File: config.mk
export PLATFORM = sky130hd
export DESIGN_NAME = sync_frame_receiver_crc16
export DESIGN_NICKNAME = d
export VERILOG_FILES = /design/src/sv/sfrc_pkg.sv /design/src/sv/sfrc_framer.sv /design/src/sv/sync_frame_receiver_crc16.sv
export SDC_FILE = /design/constraint.sdc
export NUM_CORES = 1
export LEC_CHECK = 0
export BUFFER_PORTS_ARGS = -buffer_cell sky130_fd_sc_hd__buf_2
export CAP_MARGIN = 15
export CORE_MARGIN = 1.5
export CORE_UTILIZATION = 58
export DETAILED_ROUTE_END_ITERATION = 16
export PLACE_DENSITY = 0.83
export SYNTH_ARGS = -nofsm -noshare
export SYNTH_HDL_FRONTEND = slang
export SYNTH_SLANG_ARGS = --single-unit
File: constraint.sdc
create_clock -name clk -period 6.5 [get_ports clk]
set_input_delay 1.3 -clock clk [delete_from_list [all_inputs] [get_ports clk]]
set_output_delay 1.3 -clock clk [all_outputs]
set_load 0.03 [all_outputs]
File: src/sv/sfrc_pkg.sv
`timescale 1ns / 1ps
// ----------------------------------------------------------------------------
// sfrc_pkg: shared constants, types and CRC step for the sync frame receiver
// Frame layout, position codes, CRC-16/MCRF4XX byte update, result struct.
// ----------------------------------------------------------------------------
`default_nettype none

package sfrc_pkg;

  localparam int PAYLOAD_BYTES = 5;
  localparam int OUT_BYTES     = (PAYLOAD_BYTES < 5) ? PAYLOAD_BYTES : 5;
  localparam int BUTTON_W      = 40;

  localparam int POS_CRC_LOW_I  = 2 + PAYLOAD_BYTES;
  localparam int POS_CRC_HIGH_I = 3 + PAYLOAD_BYTES;
  localparam int POS_W          = $clog2(POS_CRC_HIGH_I + 1);

  localparam logic [POS_W-1:0] POS_WAIT     = '0;
  localparam logic [POS_W-1:0] POS_CRC_LOW  = POS_W'(POS_CRC_LOW_I);
  localparam logic [POS_W-1:0] POS_CRC_HIGH = POS_W'(POS_CRC_HIGH_I);
  localparam logic [POS_W-1:0] POS_PAYLOAD0 = POS_W'(2);

  localparam logic [7:0]  SYNC_RESET = 8'hA5;
  localparam logic [15:0] CRC_INIT   = 16'hFFFF;

  localparam int IN_TDATA_W  = 8;
  localparam int OUT_TDATA_W = 48;

  // result of one step of the framer
  typedef struct packed {
    logic                hit;      // this byte closes a frame
    logic                status;   // 1 = CRC mismatch
    logic [BUTTON_W-1:0] buttons;
    logic                waiting;  // hunting for sync
  } fr_res_t;

  // reflected 0x1021 (0x8408), one byte per call
  function automatic logic [15:0] crc_add_byte(input logic [15:0] crc,
                                               input logic [7:0]  b);
    logic [7:0] t;
    t = b ^ crc[7:0];
    t = t ^ {t[3:0], 4'h0};
    return {8'h00, crc[15:8]} ^ {t, 8'h00} ^ {5'h00, t, 3'h0} ^ {12'h000, t[7:4]};
  endfunction

endpackage

`default_nettype wire

File: src/sv/sfrc_framer.sv
`timescale 1ns / 1ps
// ----------------------------------------------------------------------------
// sfrc_framer: frame position counter, running CRC and button store
// Consumes one byte per enabled cycle and flags the byte that ends a frame.
// ----------------------------------------------------------------------------
`default_nettype none

module sfrc_framer (
  input  wire logic                 clk,
  input  wire logic                 rst_n,
  input  wire logic                 step_en,
  input  wire logic [7:0]           rx_byte,
  input  wire logic [7:0]           sync_value,
  output sfrc_pkg::fr_res_t         res
);

  logic [sfrc_pkg::POS_W-1:0] pos_r, pos_nxt;
  logic [15:0]                crc_r, crc_nxt;
  logic [7:0]                 crc_lo_r;
  logic [7:0]                 payload_r [sfrc_pkg::PAYLOAD_BYTES];
  logic [7:0]                 button_r  [sfrc_pkg::PAYLOAD_BYTES];
  logic                       crc_ok;
  logic                       final_byte;
  logic [sfrc_pkg::BUTTON_W-1:0] pack;

  assign final_byte = (pos_r != sfrc_pkg::POS_WAIT) && (pos_r > sfrc_pkg::POS_CRC_LOW);
  assign crc_ok     = (crc_r[7:0] == crc_lo_r) && (crc_r[15:8] == rx_byte);

  always_comb begin
    pos_nxt = pos_r;
    crc_nxt = crc_r;
    if (pos_r == sfrc_pkg::POS_WAIT) begin
      if (rx_byte == sync_value) begin
        pos_nxt = sfrc_pkg::POS_W'(1);
        crc_nxt = sfrc_pkg::crc_add_byte(sfrc_pkg::CRC_INIT, rx_byte);
      end
    end else if (pos_r < sfrc_pkg::POS_CRC_LOW) begin
      pos_nxt = pos_r + sfrc_pkg::POS_W'(1);
      crc_nxt = sfrc_pkg::crc_add_byte(crc_r, rx_byte);
    end else if (pos_r == sfrc_pkg::POS_CRC_LOW) begin
      pos_nxt = pos_r + sfrc_pkg::POS_W'(1);
    end else begin
      pos_nxt = sfrc_pkg::POS_WAIT;
      crc_nxt = sfrc_pkg::CRC_INIT;
    end
  end

  always_ff @(posedge clk) begin
    if (!rst_n) begin
      pos_r <= sfrc_pkg::POS_WAIT;
      crc_r <= sfrc_pkg::CRC_INIT;
    end else if (step_en) begin
      pos_r <= pos_nxt;
      crc_r <= crc_nxt;
    end
  end

  // payload capture and CRC low byte; no reset, always written before read
  always_ff @(posedge clk) begin
    if (step_en) begin
      if (pos_r == sfrc_pkg::POS_CRC_LOW) begin
        crc_lo_r <= rx_byte;
      end
      for (int k = 0; k < sfrc_pkg::PAYLOAD_BYTES; k++) begin
        if (pos_r == sfrc_pkg::POS_PAYLOAD0 + sfrc_pkg::POS_W'(k)) begin
          payload_r[k] <= rx_byte;
        end
      end
    end
  end

  always_ff @(posedge clk) begin
    if (!rst_n) begin
      for (int k = 0; k < sfrc_pkg::PAYLOAD_BYTES; k++) begin
        button_r[k] <= '0;
      end
    end else if (step_en && final_byte && crc_ok) begin
      for (int k = 0; k < sfrc_pkg::PAYLOAD_BYTES; k++) begin
        button_r[k] <= payload_r[k];
      end
    end
  end

  // store as it stands after this frame
  always_comb begin
    pack = '0;
    for (int k = 0; k < sfrc_pkg::OUT_BYTES; k++) begin
      pack[8*k +: 8] = crc_ok ? payload_r[k] : button_r[k];
    end
  end

  assign res.hit     = final_byte;
  assign res.status  = ~crc_ok;
  assign res.buttons = pack;
  assign res.waiting = (pos_r == sfrc_pkg::POS_WAIT);

endmodule

`default_nettype wire

File: src/sv/sync_frame_receiver_crc16.sv
`timescale 1ns / 1ps
// ----------------------------------------------------------------------------
// sync_frame_receiver_crc16: sync-hunting frame receiver with CRC-16 check
// Result: the final byte passes the input register, then its result is registered onto out_tvalid.
// Throughput: one byte per cycle; a frame-end byte waits only while the
//   output register holds an item not yet taken.
// Reset (rst_n low, synchronous): hunt for sync, CRC 0xFFFF, buttons zero,
//   sync_value 0xA5, both stream registers empty.
// ----------------------------------------------------------------------------
`default_nettype none

module sync_frame_receiver_crc16 (
  input  wire logic        clk,
  input  wire logic        rst_n,
  // configuration: sync_value
  input  wire logic        cfg_valid,
  output      logic        cfg_ready,
  input  wire logic [7:0]  cfg_data,
  // input stream
  input  wire logic        in_tvalid,
  output      logic        in_tready,
  input  wire logic [7:0]  in_tdata,   // [7:0] rx_byte
  // result stream
  output      logic        out_tvalid,
  input  wire logic        out_tready,
  output      logic [47:0] out_tdata   // [0] frame_status, [40:1] button_bits, [47:41] 0
);

  logic        in_v_r;
  logic [7:0]  in_byte_r;
  logic [7:0]  sync_r;
  logic        out_v_r;
  logic        out_status_r;
  logic [sfrc_pkg::BUTTON_W-1:0] out_buttons_r;
  logic        out_free;
  logic        go;
  sfrc_pkg::fr_res_t fr_res;

  assign out_free  = !out_v_r || out_tready;
  assign go        = in_v_r && (!fr_res.hit || out_free);
  assign in_tready = !in_v_r || go;
  assign cfg_ready = 1'b1;

  always_ff @(posedge clk) begin
    if (!rst_n) begin
      sync_r <= sfrc_pkg::SYNC_RESET;
    end else if (cfg_valid) begin
      sync_r <= cfg_data;
    end
  end

  always_ff @(posedge clk) begin
    if (!rst_n) begin
      in_v_r <= 1'b0;
    end else if (in_tready) begin
      in_v_r <= in_tvalid;
    end
  end

  always_ff @(posedge clk) begin
    if (in_tready && in_tvalid) begin
      in_byte_r <= in_tdata;
    end
  end

  sfrc_framer u_framer (
    .clk        (clk),
    .rst_n      (rst_n),
    .step_en    (go),
    .rx_byte    (in_byte_r),
    .sync_value (sync_r),
    .res        (fr_res)
  );

  always_ff @(posedge clk) begin
    if (!rst_n) begin
      out_v_r <= 1'b0;
    end else if (go && fr_res.hit) begin
      out_v_r <= 1'b1;
    end else if (out_tready) begin
      out_v_r <= 1'b0;
    end
  end

  always_ff @(posedge clk) begin
    if (go && fr_res.hit) begin
      out_status_r  <= fr_res.status;
      out_buttons_r <= fr_res.buttons;
    end
  end

  assign out_tvalid = out_v_r;
  assign out_tdata  = {7'h00, out_buttons_r, out_status_r};

  // a frame-end byte is only consumed when the output register can take it
  a_no_drop: assert property (@(posedge clk) disable iff (!rst_n)
    (go && fr_res.hit) |-> out_free)
    else $error("frame result consumed while output register busy");

  // after the closing byte the framer hunts for sync again
  a_back_to_wait: assert property (@(posedge clk) disable iff (!rst_n)
    (go && fr_res.hit) |=> fr_res.waiting)
    else $error("framer did not return to sync hunt after frame end");

  // a matched frame is reported as valid with frame_status 0
  a_ok_loads: assert property (@(posedge clk) disable iff (!rst_n)
    (go && fr_res.hit && !fr_res.status) |=> (out_v_r && !out_status_r))
    else $error("accepted frame not reported as accepted");

  a_reset_clear: assert property (@(posedge clk)
    $past(!rst_n) |-> (!out_v_r && !in_v_r))
    else $error("stream registers not cleared by reset");

endmodule

`default_nettype wire
==> results of run 1 <==
[critical path, stage by stage]
cell      delay (ns)
buf_2           0.10
nand4b_1        0.20
buf_2           0.22
[through the flow]
step	hold slack (ns)	setup WS [ns]	area [sq um]	utilization [%]
3_5_place_dp	0.487	3.30	7320	63.3
5_1_grt	0.544	3.31	7930	68.6
4_1_cts	0.510	3.38	7930	68.6
3_3_place_gp	0.479	3.39	7320	63.3
2_1_floorplan	0.462	1.55	6970	-
6_report	0.504	3.37	7930	68.6
[layout by cell type, fill, tap and decap left out, types with 5 or more instances in the layout]
cell       count
edfxtp_1     137
buf_2         63
and2_1        41
mux2_2        40
xor2_1        34
dfxtp_1       30
clkbuf_16     21
xnor2_1       18
nand2_1       17
o21ai_0       17
o211ai_1      15
nor2_1        13
mux2i_1        8
conb_1         8
inv_1          6
and3_1         6
a21oi_1        6
buf_4          6
nor4_1         5
o22ai_1        5
[final timing paths]
check             cells after the start                      end  slack (ns)    startpoint
setup / recovery                      3                in_tready        3.37    out_tready
hold / removal                        2                sync_r[7]        0.50     sync_r[7]
setup reg to reg                      6  u_framer.button_r[0][4]        3.69  in_byte_r[3]
hold reg to reg                       2                sync_r[7]        0.50     sync_r[7]
[cells by family after synthesis]
group	Yosys count	synth area share, %
AO/OA/AOI/OAI	60	5.76
XOR/XNOR	53	6.79
adder cells (fa/ha/maj)	4	0.720
buffers and inverters	43	3.26
flip-flops	167	67.8
multiplexers	48	7.63
other	2	0.108
AND/OR/NAND/NOR	98	7.92
[state kept, by name (all words and copies together), names as in the netlist]
register / flops
in_byte_r: 8
in_v_r: 1
u_framer.crc_r: 16
u_framer.crc_lo_r: 8
u_framer.payload_r: 40
sync_r: 8
out_buttons_r: 40
u_framer.button_r: 40
out_tvalid: 1
u_framer.pos_r: 4
out_status_r: 1
[power by group]
part,switching (uW),internal [uW],leakage (uW)
clock network,400,603,0.000304
registers,21.1,1170,0.00154
logic,58.2,40.5,0.00109
total,479,1820,0.00293
[area by class of cell]
cell class                 instances  area, sq um  area share (%)
multi-input combinational        271         2040            25.8
clock buffer                      25          561            7.07
timing repair buffer              69          360            4.54
sequential                       167         4710            59.4
clock inverter                     7         51.3           0.647
inverter                           6         22.5           0.284
tap                              143          179            2.26
[layer usage]
metal	global-route usage [%]	share of wire, %
met5	0	0
met1	27.4	44
met3	5.13	6.2
met2	33.8	48
met4	7.93	1.7
==> flow_summary.json, run 1 <==
{
  "worst_ep_required_time_ns": 5.20,
  "p_total_uw": 2300,
  "clockRootBuffer": "clkbuf_16",
  "cp.arrival_ns": 1.83,
  "clk_pin_slew_ns": 0.07,
  "clkLatencyLatePin_ns": 0.42,
  "synth.top_cells.by_count": "137 x edfxtp_1, 41 x and2_1, 40 x mux2_2",
  "diodes": 0,
  "rsz0062_at_grt": "false",
  "synth.distinct_cells": 46,
  "track_usage_pct": 20.8,
  "postRouteAntennaNets": 0,
  "ys_async_sr_fraction_pct": 0,
  "yosysSeqAreaShare_pct": 67.8,
  "synthFlopType": "edfxtp_1",
  "nFillCells": 775,
  "crit_type": "input pin to output port",
  "gp_congestion": 0.840,
  "critPathMaxFanout": 3,
  "hold_path.class": "flop to flop",
  "yosysWarnings": 0,
  "setup_viol": 0,
  "wl_per_cell_um": 18.1,
  "syn_inst": 475,
  "cts.sinks": 167,
  "yosysTopAreaCellShare_pct": 59.2,
  "grt_overflow_total": 0,
  "cap_violations": 0,
  "die_h_um": 112,
  "post_cts_buffers": 0,
  "crit_path_end_kind": "output port",
  "clockBufferDepth": 2,
  "drtIter0Drc": 328,
  "dieArea_sq_um": 12700,
  "dpl.hpwl_um": 7690,
  "fin_crit_sh_pct": 48.1,
  "ir_worst_vdd_v": 0.000125,
  "final_nets": 557,
  "drt-total-wl_um": 12500,
  "vias": 3886,
  "initial_utilization_pct": 60.1,
  "vias_per_cell": 5.65,
  "syn2layout_area_growth_pct": 14.1,
  "yosysMostFrequentCell": "edfxtp_1",
  "fin_crit_ns": 3.13,
  "p_leak_uw": 0.00293,
  "cts_tree": "built",
  "rows": 39,
  "worst_pin_slew_ns": 0.700,
  "final_max_slew_viol_count": 0,
  "top_level_ports": 72,
  "io_buffers": 63,
  "yosysTopAreaCell": "edfxtp_1",
  "antenna_found_initial": 0,
  "ys_ff_latch": 167,
  "start_kind": "input pin",
  "synth.top_cells.by_area": "edfxtp_1 59%, dfxtp_1 8.6%, mux2_2 6.5%, xor2_1 4.3%, and2_1 3.7%",
  "fmax_mhz": 320,
  "htreeDepth": 4,
  "route.detailed.drc": 3,
  "drive_above_1_share_pct": 26.6,
  "avgSynthCellArea_sq_um": 14.6,
  "final-instance-count-excl-fill": 688,
  "holdBufCountCts": 0,
  "first_global_vias": 3832,
  "tns_ns": 0,
  "synth_area_sq_um": 6950,
  "cts-buffers-inserted": 17,
  "relSlewSlack_pct": 53.3,
  "p_per_area_nw_per_um2": 289,
  "die_w_um": 112,
  "grt_first_pass_wirelength_um": 19800,
  "drt-pass1-iter-count": 11,
  "failed_checks": "DRC",
  "core_sq_um": 11600,
  "finalHoldViolCount": 0,
  "placed_cells": 656,
  "ctsResizeCount": 0,
  "grt_max_degree": 44,
  "skew_ns": 0.00892,
  "synth-edff-count": 137,
  "status": "finished, violations left"
}
Power figures use the tool's default switching activity.
==> run 2, diff against run 1 <==
Settings changed: ABC_AREA set to 1, CORE_UTILIZATION 58 to 60, PLACE_DENSITY 0.83 to 0.84.
Clock period 6.5 ns to 2.9 ns, I/O delays scaled along.
==> run 2 against run 1 <==
Effect of this change: the flow now finishes without violations; sequential power increased by 120%; clock skew about the same; clock power increased by 110%; critical path type is now flop to flop; critical endpoint is now u_framer.button_r[0][13].
==> flow_summary.json, run 2 <==
{
  "route.detailed.drc": 0,
  "yosysMostFrequentCell": "nand2_1",
  "syn_inst": 721,
  "htreeDepth": 4,
  "die_h_um": 118,
  "diodes": 0,
  "ctsResizeCount": 0,
  "fmax_mhz": 430,
  "yosysWarnings": 0,
  "io_buffers": 63,
  "setup_viol": 0,
  "cts_tree": "built",
  "min_to": "in_byte_r[7]",
  "yosysSeqAreaShare_pct": 59.7,
  "final_nets": 804,
  "track_usage_pct": 22.5,
  "antenna_found_initial": 0,
  "synth.top_cells.by_area": "edfxtp_1 52%, dfxtp_1 7.6%, nand2_1 7.5%, o21ai_2 4.5%, inv_1 4.0%",
  "hp-start": "in_tdata[7]",
  "p_leak_uw": 0.00376,
  "clockBufferDepth": 2,
  "clkLatencyLatePin_ns": 0.43,
  "dpl.hpwl_um": 10100,
  "dp_slack_ns": 0.562,
  "first_global_vias": 4977,
  "cp.arrival_ns": 2.60,
  "synth.distinct_cells": 42,
  "hold_path_depth": 1,
  "die_w_um": 118,
  "rr_worst_depth": 6,
  "grt_first_pass_wirelength_um": 23900,
  "final_cell_mix": "158 x nand2_1, 137 x edfxtp_1, 85 x inv_1",
  "critPathMaxFanout": 16,
  "grt_overflow_total": 0,
  "synth-edff-count": 137,
  "crit_path_end_kind": "flop",
  "holdBufCountCts": 0,
  "drtIter0Drc": 308,
  "vias": 4990,
  "nFillCells": 929,
  "rr_startpoint": "in_byte_r[5]",
  "final_max_slew_viol_count": 0,
  "clk_pin_slew_ns": 0.06,
  "skew_ns": 0.00872,
  "worst_pin_slew_ns": 0.792,
  "start_kind": "flop",
  "synthFlopType": "edfxtp_1",
  "ir_worst_vdd_v": 0.000560,
  "status": "completed",
  "setup_ws_ns": 0.576,
  "drive_above_1_share_pct": 28.0,
  "synth.top_cells.by_count": "158 x nand2_1, 137 x edfxtp_1, 85 x inv_1",
  "ys_async_sr_fraction_pct": 0,
  "initial_utilization_pct": 62.1,
  "final_common_cell": "nand2_1",
  "post_cts_buffers": 0,
  "fin_crit_sh_pct": 80.1,
  "finalHoldViolCount": 0,
  "final-instance-count-excl-fill": 964,
  "ys_ff_latch": 167,
  "r2r-end": "u_framer.button_r[0][13]",
  "cts-buffers-inserted": 17,
  "drt-total-wl_um": 14800,
  "worst_ep_required_time_ns": 3.18,
  "synth_area_sq_um": 7900,
  "yosysTopAreaCell": "edfxtp_1",
  "relSlewSlack_pct": 47.0,
  "reg2reg_setup_slack_ns": 0.58,
  "top_regs": "out_buttons_r x40, u_framer.button_r x40, u_framer.payload_r x40",
  "grt_max_degree": 82,
  "core_sq_um": 12700,
  "wl_per_cell_um": 15.4,
  "crit_type": "flop to flop",
  "hold_path.class": "input pin to flop",
  "placed_cells": 932,
  "p_per_area_nw_per_um2": 587,
  "rows": 41,
  "syn2layout_area_growth_pct": 11.0,
  "dieArea_sq_um": 13900,
  "rsz0062_at_grt": "false",
  "avgSynthCellArea_sq_um": 11.0,
  "drt-pass1-iter-count": 6,
  "postRouteAntennaNets": 0,
  "tns_ns": 0,
  "cap_violations": 0,
  "clockRootBuffer": "clkbuf_16",
  "cts.sinks": 167,
  "fin_crit_ns": 2.32,
  "gp_congestion": 0.909,
  "vias_per_cell": 5.18,
  "top_level_ports": 72,
  "yosysTopAreaCellShare_pct": 52.1
}
==> run 2: changes by cell type in the layout (fill, tap and decap cells not counted), moves of 11 or more <==
cell      previous run  this run
and2_1              41         0
nor2_1              13        34
xor2_1              34         8
o211ai_1            15         0
o21ai_2              0        40
mux2_2              40         0
nand3_1              1        37
nand2_2              0        11
nor2_2               0        30
inv_1                6        85
nand2_1             17       158
==> run 2: worst max path at each step <==
stage | from | end | slack, ns | cells past startpoint
finish | in_byte_r[5] | u_framer.button_r[0][13] | 0.58 | 6
global route | in_byte_r[5] | u_framer.button_r[0][13] | 0.42 | 6
CTS | in_byte_r[5] | u_framer.button_r[0][13] | 0.54 | 6
detailed placement | out_tready | u_framer.button_r[0][13] | 0.56 | 10
global placement | out_tready | u_framer.button_r[0][15] | 0.63 | 10
floorplan | in_byte_r[3] | u_framer.button_r[0][0] | 0.03 | 8
==> run 2: cells by family after synthesis <==
kind of cell | share of synthesized area [%]
AO/OA/AOI/OAI | 6.70
XOR/XNOR | 3.31
buffers and inverters | 9.30
other | 0.0951
flip-flops | 59.7
AND/OR/NAND/NOR | 20.2
adder cells (fa/ha/maj) | 0.634
==> run 2: where the power goes <==
group | switching, uW | total [uW] | internal [uW]
sequential | 41.7 | 2670 | 2630
clock | 859 | 2140 | 1280
combinational | 214 | 325 | 111
==> run 2: final cells by class <==
cell class                      instances  area, sq um  area share [%]
Sequential cell                       167         4710            53.8
Multi-Input combinational cell        426         2480            28.3
Clock buffer                           23          458            5.23
Timing Repair Buffer                   74          435            4.97
Inverter                               93          360            4.11
Tap cell                              172          215            2.46
Clock inverter                          9          101            1.16
==> run 2: metrics by stage <==
stage / cell area, sq um / hold WS, ns / power, uW / utilization [%]
final: 8760 / 0.322 / 5140 / 68.9
after detailed placement: 8200 / 0.467 / 3040 / 64.5
after global placement: 8200 / 0.465 / 3030 / 64.5
after floorplan: 7920 / 0.448 / 2970 / -
after CTS: 8760 / 0.312 / 5160 / 68.9
after global routing: 8760 / 0.311 / 5280 / 68.9
==> run 2: critical path, cell delays in order, from the launching register on <==
cell and delay, ns:
edfxtp_1 0.82, xnor2_1 0.19, nand4_1 0.18, nor2_4 0.21, nand4_4 0.32, buf_4 0.32, nor2_1 0.12
==> run 2: metal layers <==
metal	up-vias	track usage [%]	part of all wire, %
li1	2457	-	-
met1	2324	26.3	40
met2	173	38.4	51
met3	36	5.91	5.8
met4	0	11.1	3.2
met5	-	0	0
==> run 3, diff against run 2 <==
Settings changed: CORE_UTILIZATION 60 to 54, PLACE_DENSITY 0.84 to 0.8.
Clock period 2.9 ns to 2 ns, I/O delays scaled along.
==> run 3 against run 2 <==
Effect of this change: via count increased by 0.56%; non-clock buffer count increased by 18; flip-flop and latch count unchanged; worst hold slack got worse by 0.17 ns; largest cell class unchanged; largest power group unchanged.
==> flow_summary.json, run 3 (synthesis gave the netlist of run 2 again) <==
{
  "status": "completed",
  "rr_worst_depth": 8,
  "crit_path_end_kind": "flop",
  "rows": 44,
  "htreeDepth": 4,
  "reg2reg_setup_slack_ns": 0.12,
  "register_area_sq_um": 4710,
  "whs_ns": 0.148,
  "hold_path.class": "input pin to flop",
  "dpl.hpwl_um": 10400,
  "track_usage_pct": 20.9,
  "antenna_found_initial": 0,
  "dieArea_sq_um": 15400,
  "max_stage_delay_ns": 0.46,
  "clk_pin_slew_ns": 0.06,
  "drtIter0Drc": 355,
  "clkLatencyLatePin_ns": 0.43,
  "worst_pin_slew_ns": 0.529,
  "ctsResizeCount": 0,
  "tns_ns": 0,
  "final_max_slew_viol_count": 0,
  "fin_crit_sh_pct": 94.0,
  "clockBufferDepth": 2,
  "vias": 5018,
  "postRouteAntennaNets": 0,
  "top_regs": "out_buttons_r x40, u_framer.button_r x40, u_framer.payload_r x40",
  "rr_startpoint": "in_byte_r[2]",
  "drive_above_1_share_pct": 29.5,
  "setup_viol": 0,
  "final_cell_mix": "158 x nand2_1, 137 x edfxtp_1, 85 x inv_1",
  "multiInputGateArea_sq_um": 2480,
  "busiest_layer": "met2",
  "initial_utilization_pct": 54.7,
  "grt_first_pass_wirelength_um": 23400,
  "setup_ws_ns": 0.119,
  "gp_congestion": 0.932,
  "route.detailed.drc": 0,
  "p_leak_uw": 0.00386,
  "use_met2_pct": 34.5,
  "final_common_cell": "nand2_1",
  "min_to": "in_byte_r[4]",
  "nFillCells": 1120,
  "grt_max_degree": 69,
  "cts-buffers-inserted": 17,
  "clockRootBuffer": "clkbuf_16",
  "fin_crit_ns": 1.88,
  "diodes": 0,
  "hold_path_depth": 1,
  "rsz0062_at_grt": "false",
  "ir_worst_vdd_v": 0.000594,
  "cts.sinks": 167,
  "die_w_um": 124,
  "relSlewSlack_pct": 64.8,
  "vias_per_cell": 5.05,
  "core_sq_um": 14400,
  "r2r-end": "u_framer.button_r[0][36]",
  "die_h_um": 124,
  "grt_overflow_total": 0,
  "post_cts_buffers": 0,
  "crit_type": "flop to flop",
  "syn2layout_area_growth_pct": 13.7,
  "gr-usage-met1_pct": 26.2,
  "skew_ns": 0.0127,
  "cap_violations": 0,
  "cts_tree": "built",
  "holdBufCountCts": 0,
  "p_per_area_nw_per_um2": 862,
  "first_global_vias": 4755,
  "finalHoldViolCount": 0,
  "p_total_uw": 7740,
  "final_nets": 822,
  "start_kind": "flop",
  "dp_slack_ns": 0.0850,
  "top_level_ports": 72,
  "cp.arrival_ns": 1.99,
  "critPathMaxFanout": 14,
  "drt-pass1-iter-count": 4,
  "drt-total-wl_um": 14900,
  "met3_usage_pct": 5.49,
  "worst_ep_required_time_ns": 2.11,
  "fmax_mhz": 532,
  "hp-start": "in_tdata[4]",
  "io_buffers": 63,
  "cp_cell_sequence": "inv_2 > nor2_1 > nor3_2 > nand3_1 > nor2_4 > nand2_4 > o21ai_4 > buf_4",
  "wl_per_cell_um": 15.0,
  "critical-path-slowest-cell": "edfxtp_1"
}
-- run 3: cell count changes in the layout (fill, tap and decap cells not counted), sizes merged --
cell	change
bufinv	+2
clkbuf	-4
inv	+1
buf	+18
clkinvlp	-1
clkinv	+2
-- run 3: stage by stage --
step / std cells / utilization, % / cell area [sq um]
6_report: 994 / 62.2 / 8980
5_1_grt: 994 / 62.2 / 8980
4_1_cts: 994 / 62.2 / 8980
3_5_place_dp: 962 / 58.0 / 8370
3_3_place_gp: 962 / 58.0 / 8370
2_1_floorplan: 727 / - / 7930
-- run 3: layout make-up --
type	instances	area share (%)
sequential	167	52.5
multi-input combinational	426	27.6
timing repair buffer	92	6.49
clock buffer	19	4.82
inverter	93	4.04
tap	184	2.56
clock inverter	13	1.96
-- run 3: where the power goes --
group	leakage, uW	switching [uW]	total [uW]	internal (uW)
sequential	0.00154	36.1	3850	3820
combinational	0.00203	339	522	184
clock	0.000295	1290	3370	2080
total	0.00386	1660	7740	6080
-- run 3: worst max-delay path, delay by kind of cell, from the launching register on --
family / cells / cell delay, ns
AND/OR/NAND/NOR: 5 / 0.60
flip-flops: 1 / 0.46
buffers and inverters: 2 / 0.34
AO/OA/AOI/OAI: 1 / 0.16
-- run 3: how the worst max path moves through the flow --
stage                       from                  endpoint  slack (ns)
global route        in_byte_r[2]  u_framer.button_r[0][36]        0.02
CTS                 in_byte_r[2]  u_framer.button_r[0][36]        0.12
detailed placement    out_tready  u_framer.button_r[0][13]        0.09
finish              in_byte_r[2]  u_framer.button_r[0][36]        0.12
floorplan           in_byte_r[3]   u_framer.button_r[0][0]       -0.47
global placement      out_tready  u_framer.button_r[0][11]        0.15
-- run 3: routing by layer --
layer | up-vias | wire length [um]
met3 | 18 | 920
met5 | - | 0
met4 | 0 | 250
met2 | 173 | 7230
met1 | 2331 | 6520
li1 | 2496 | -
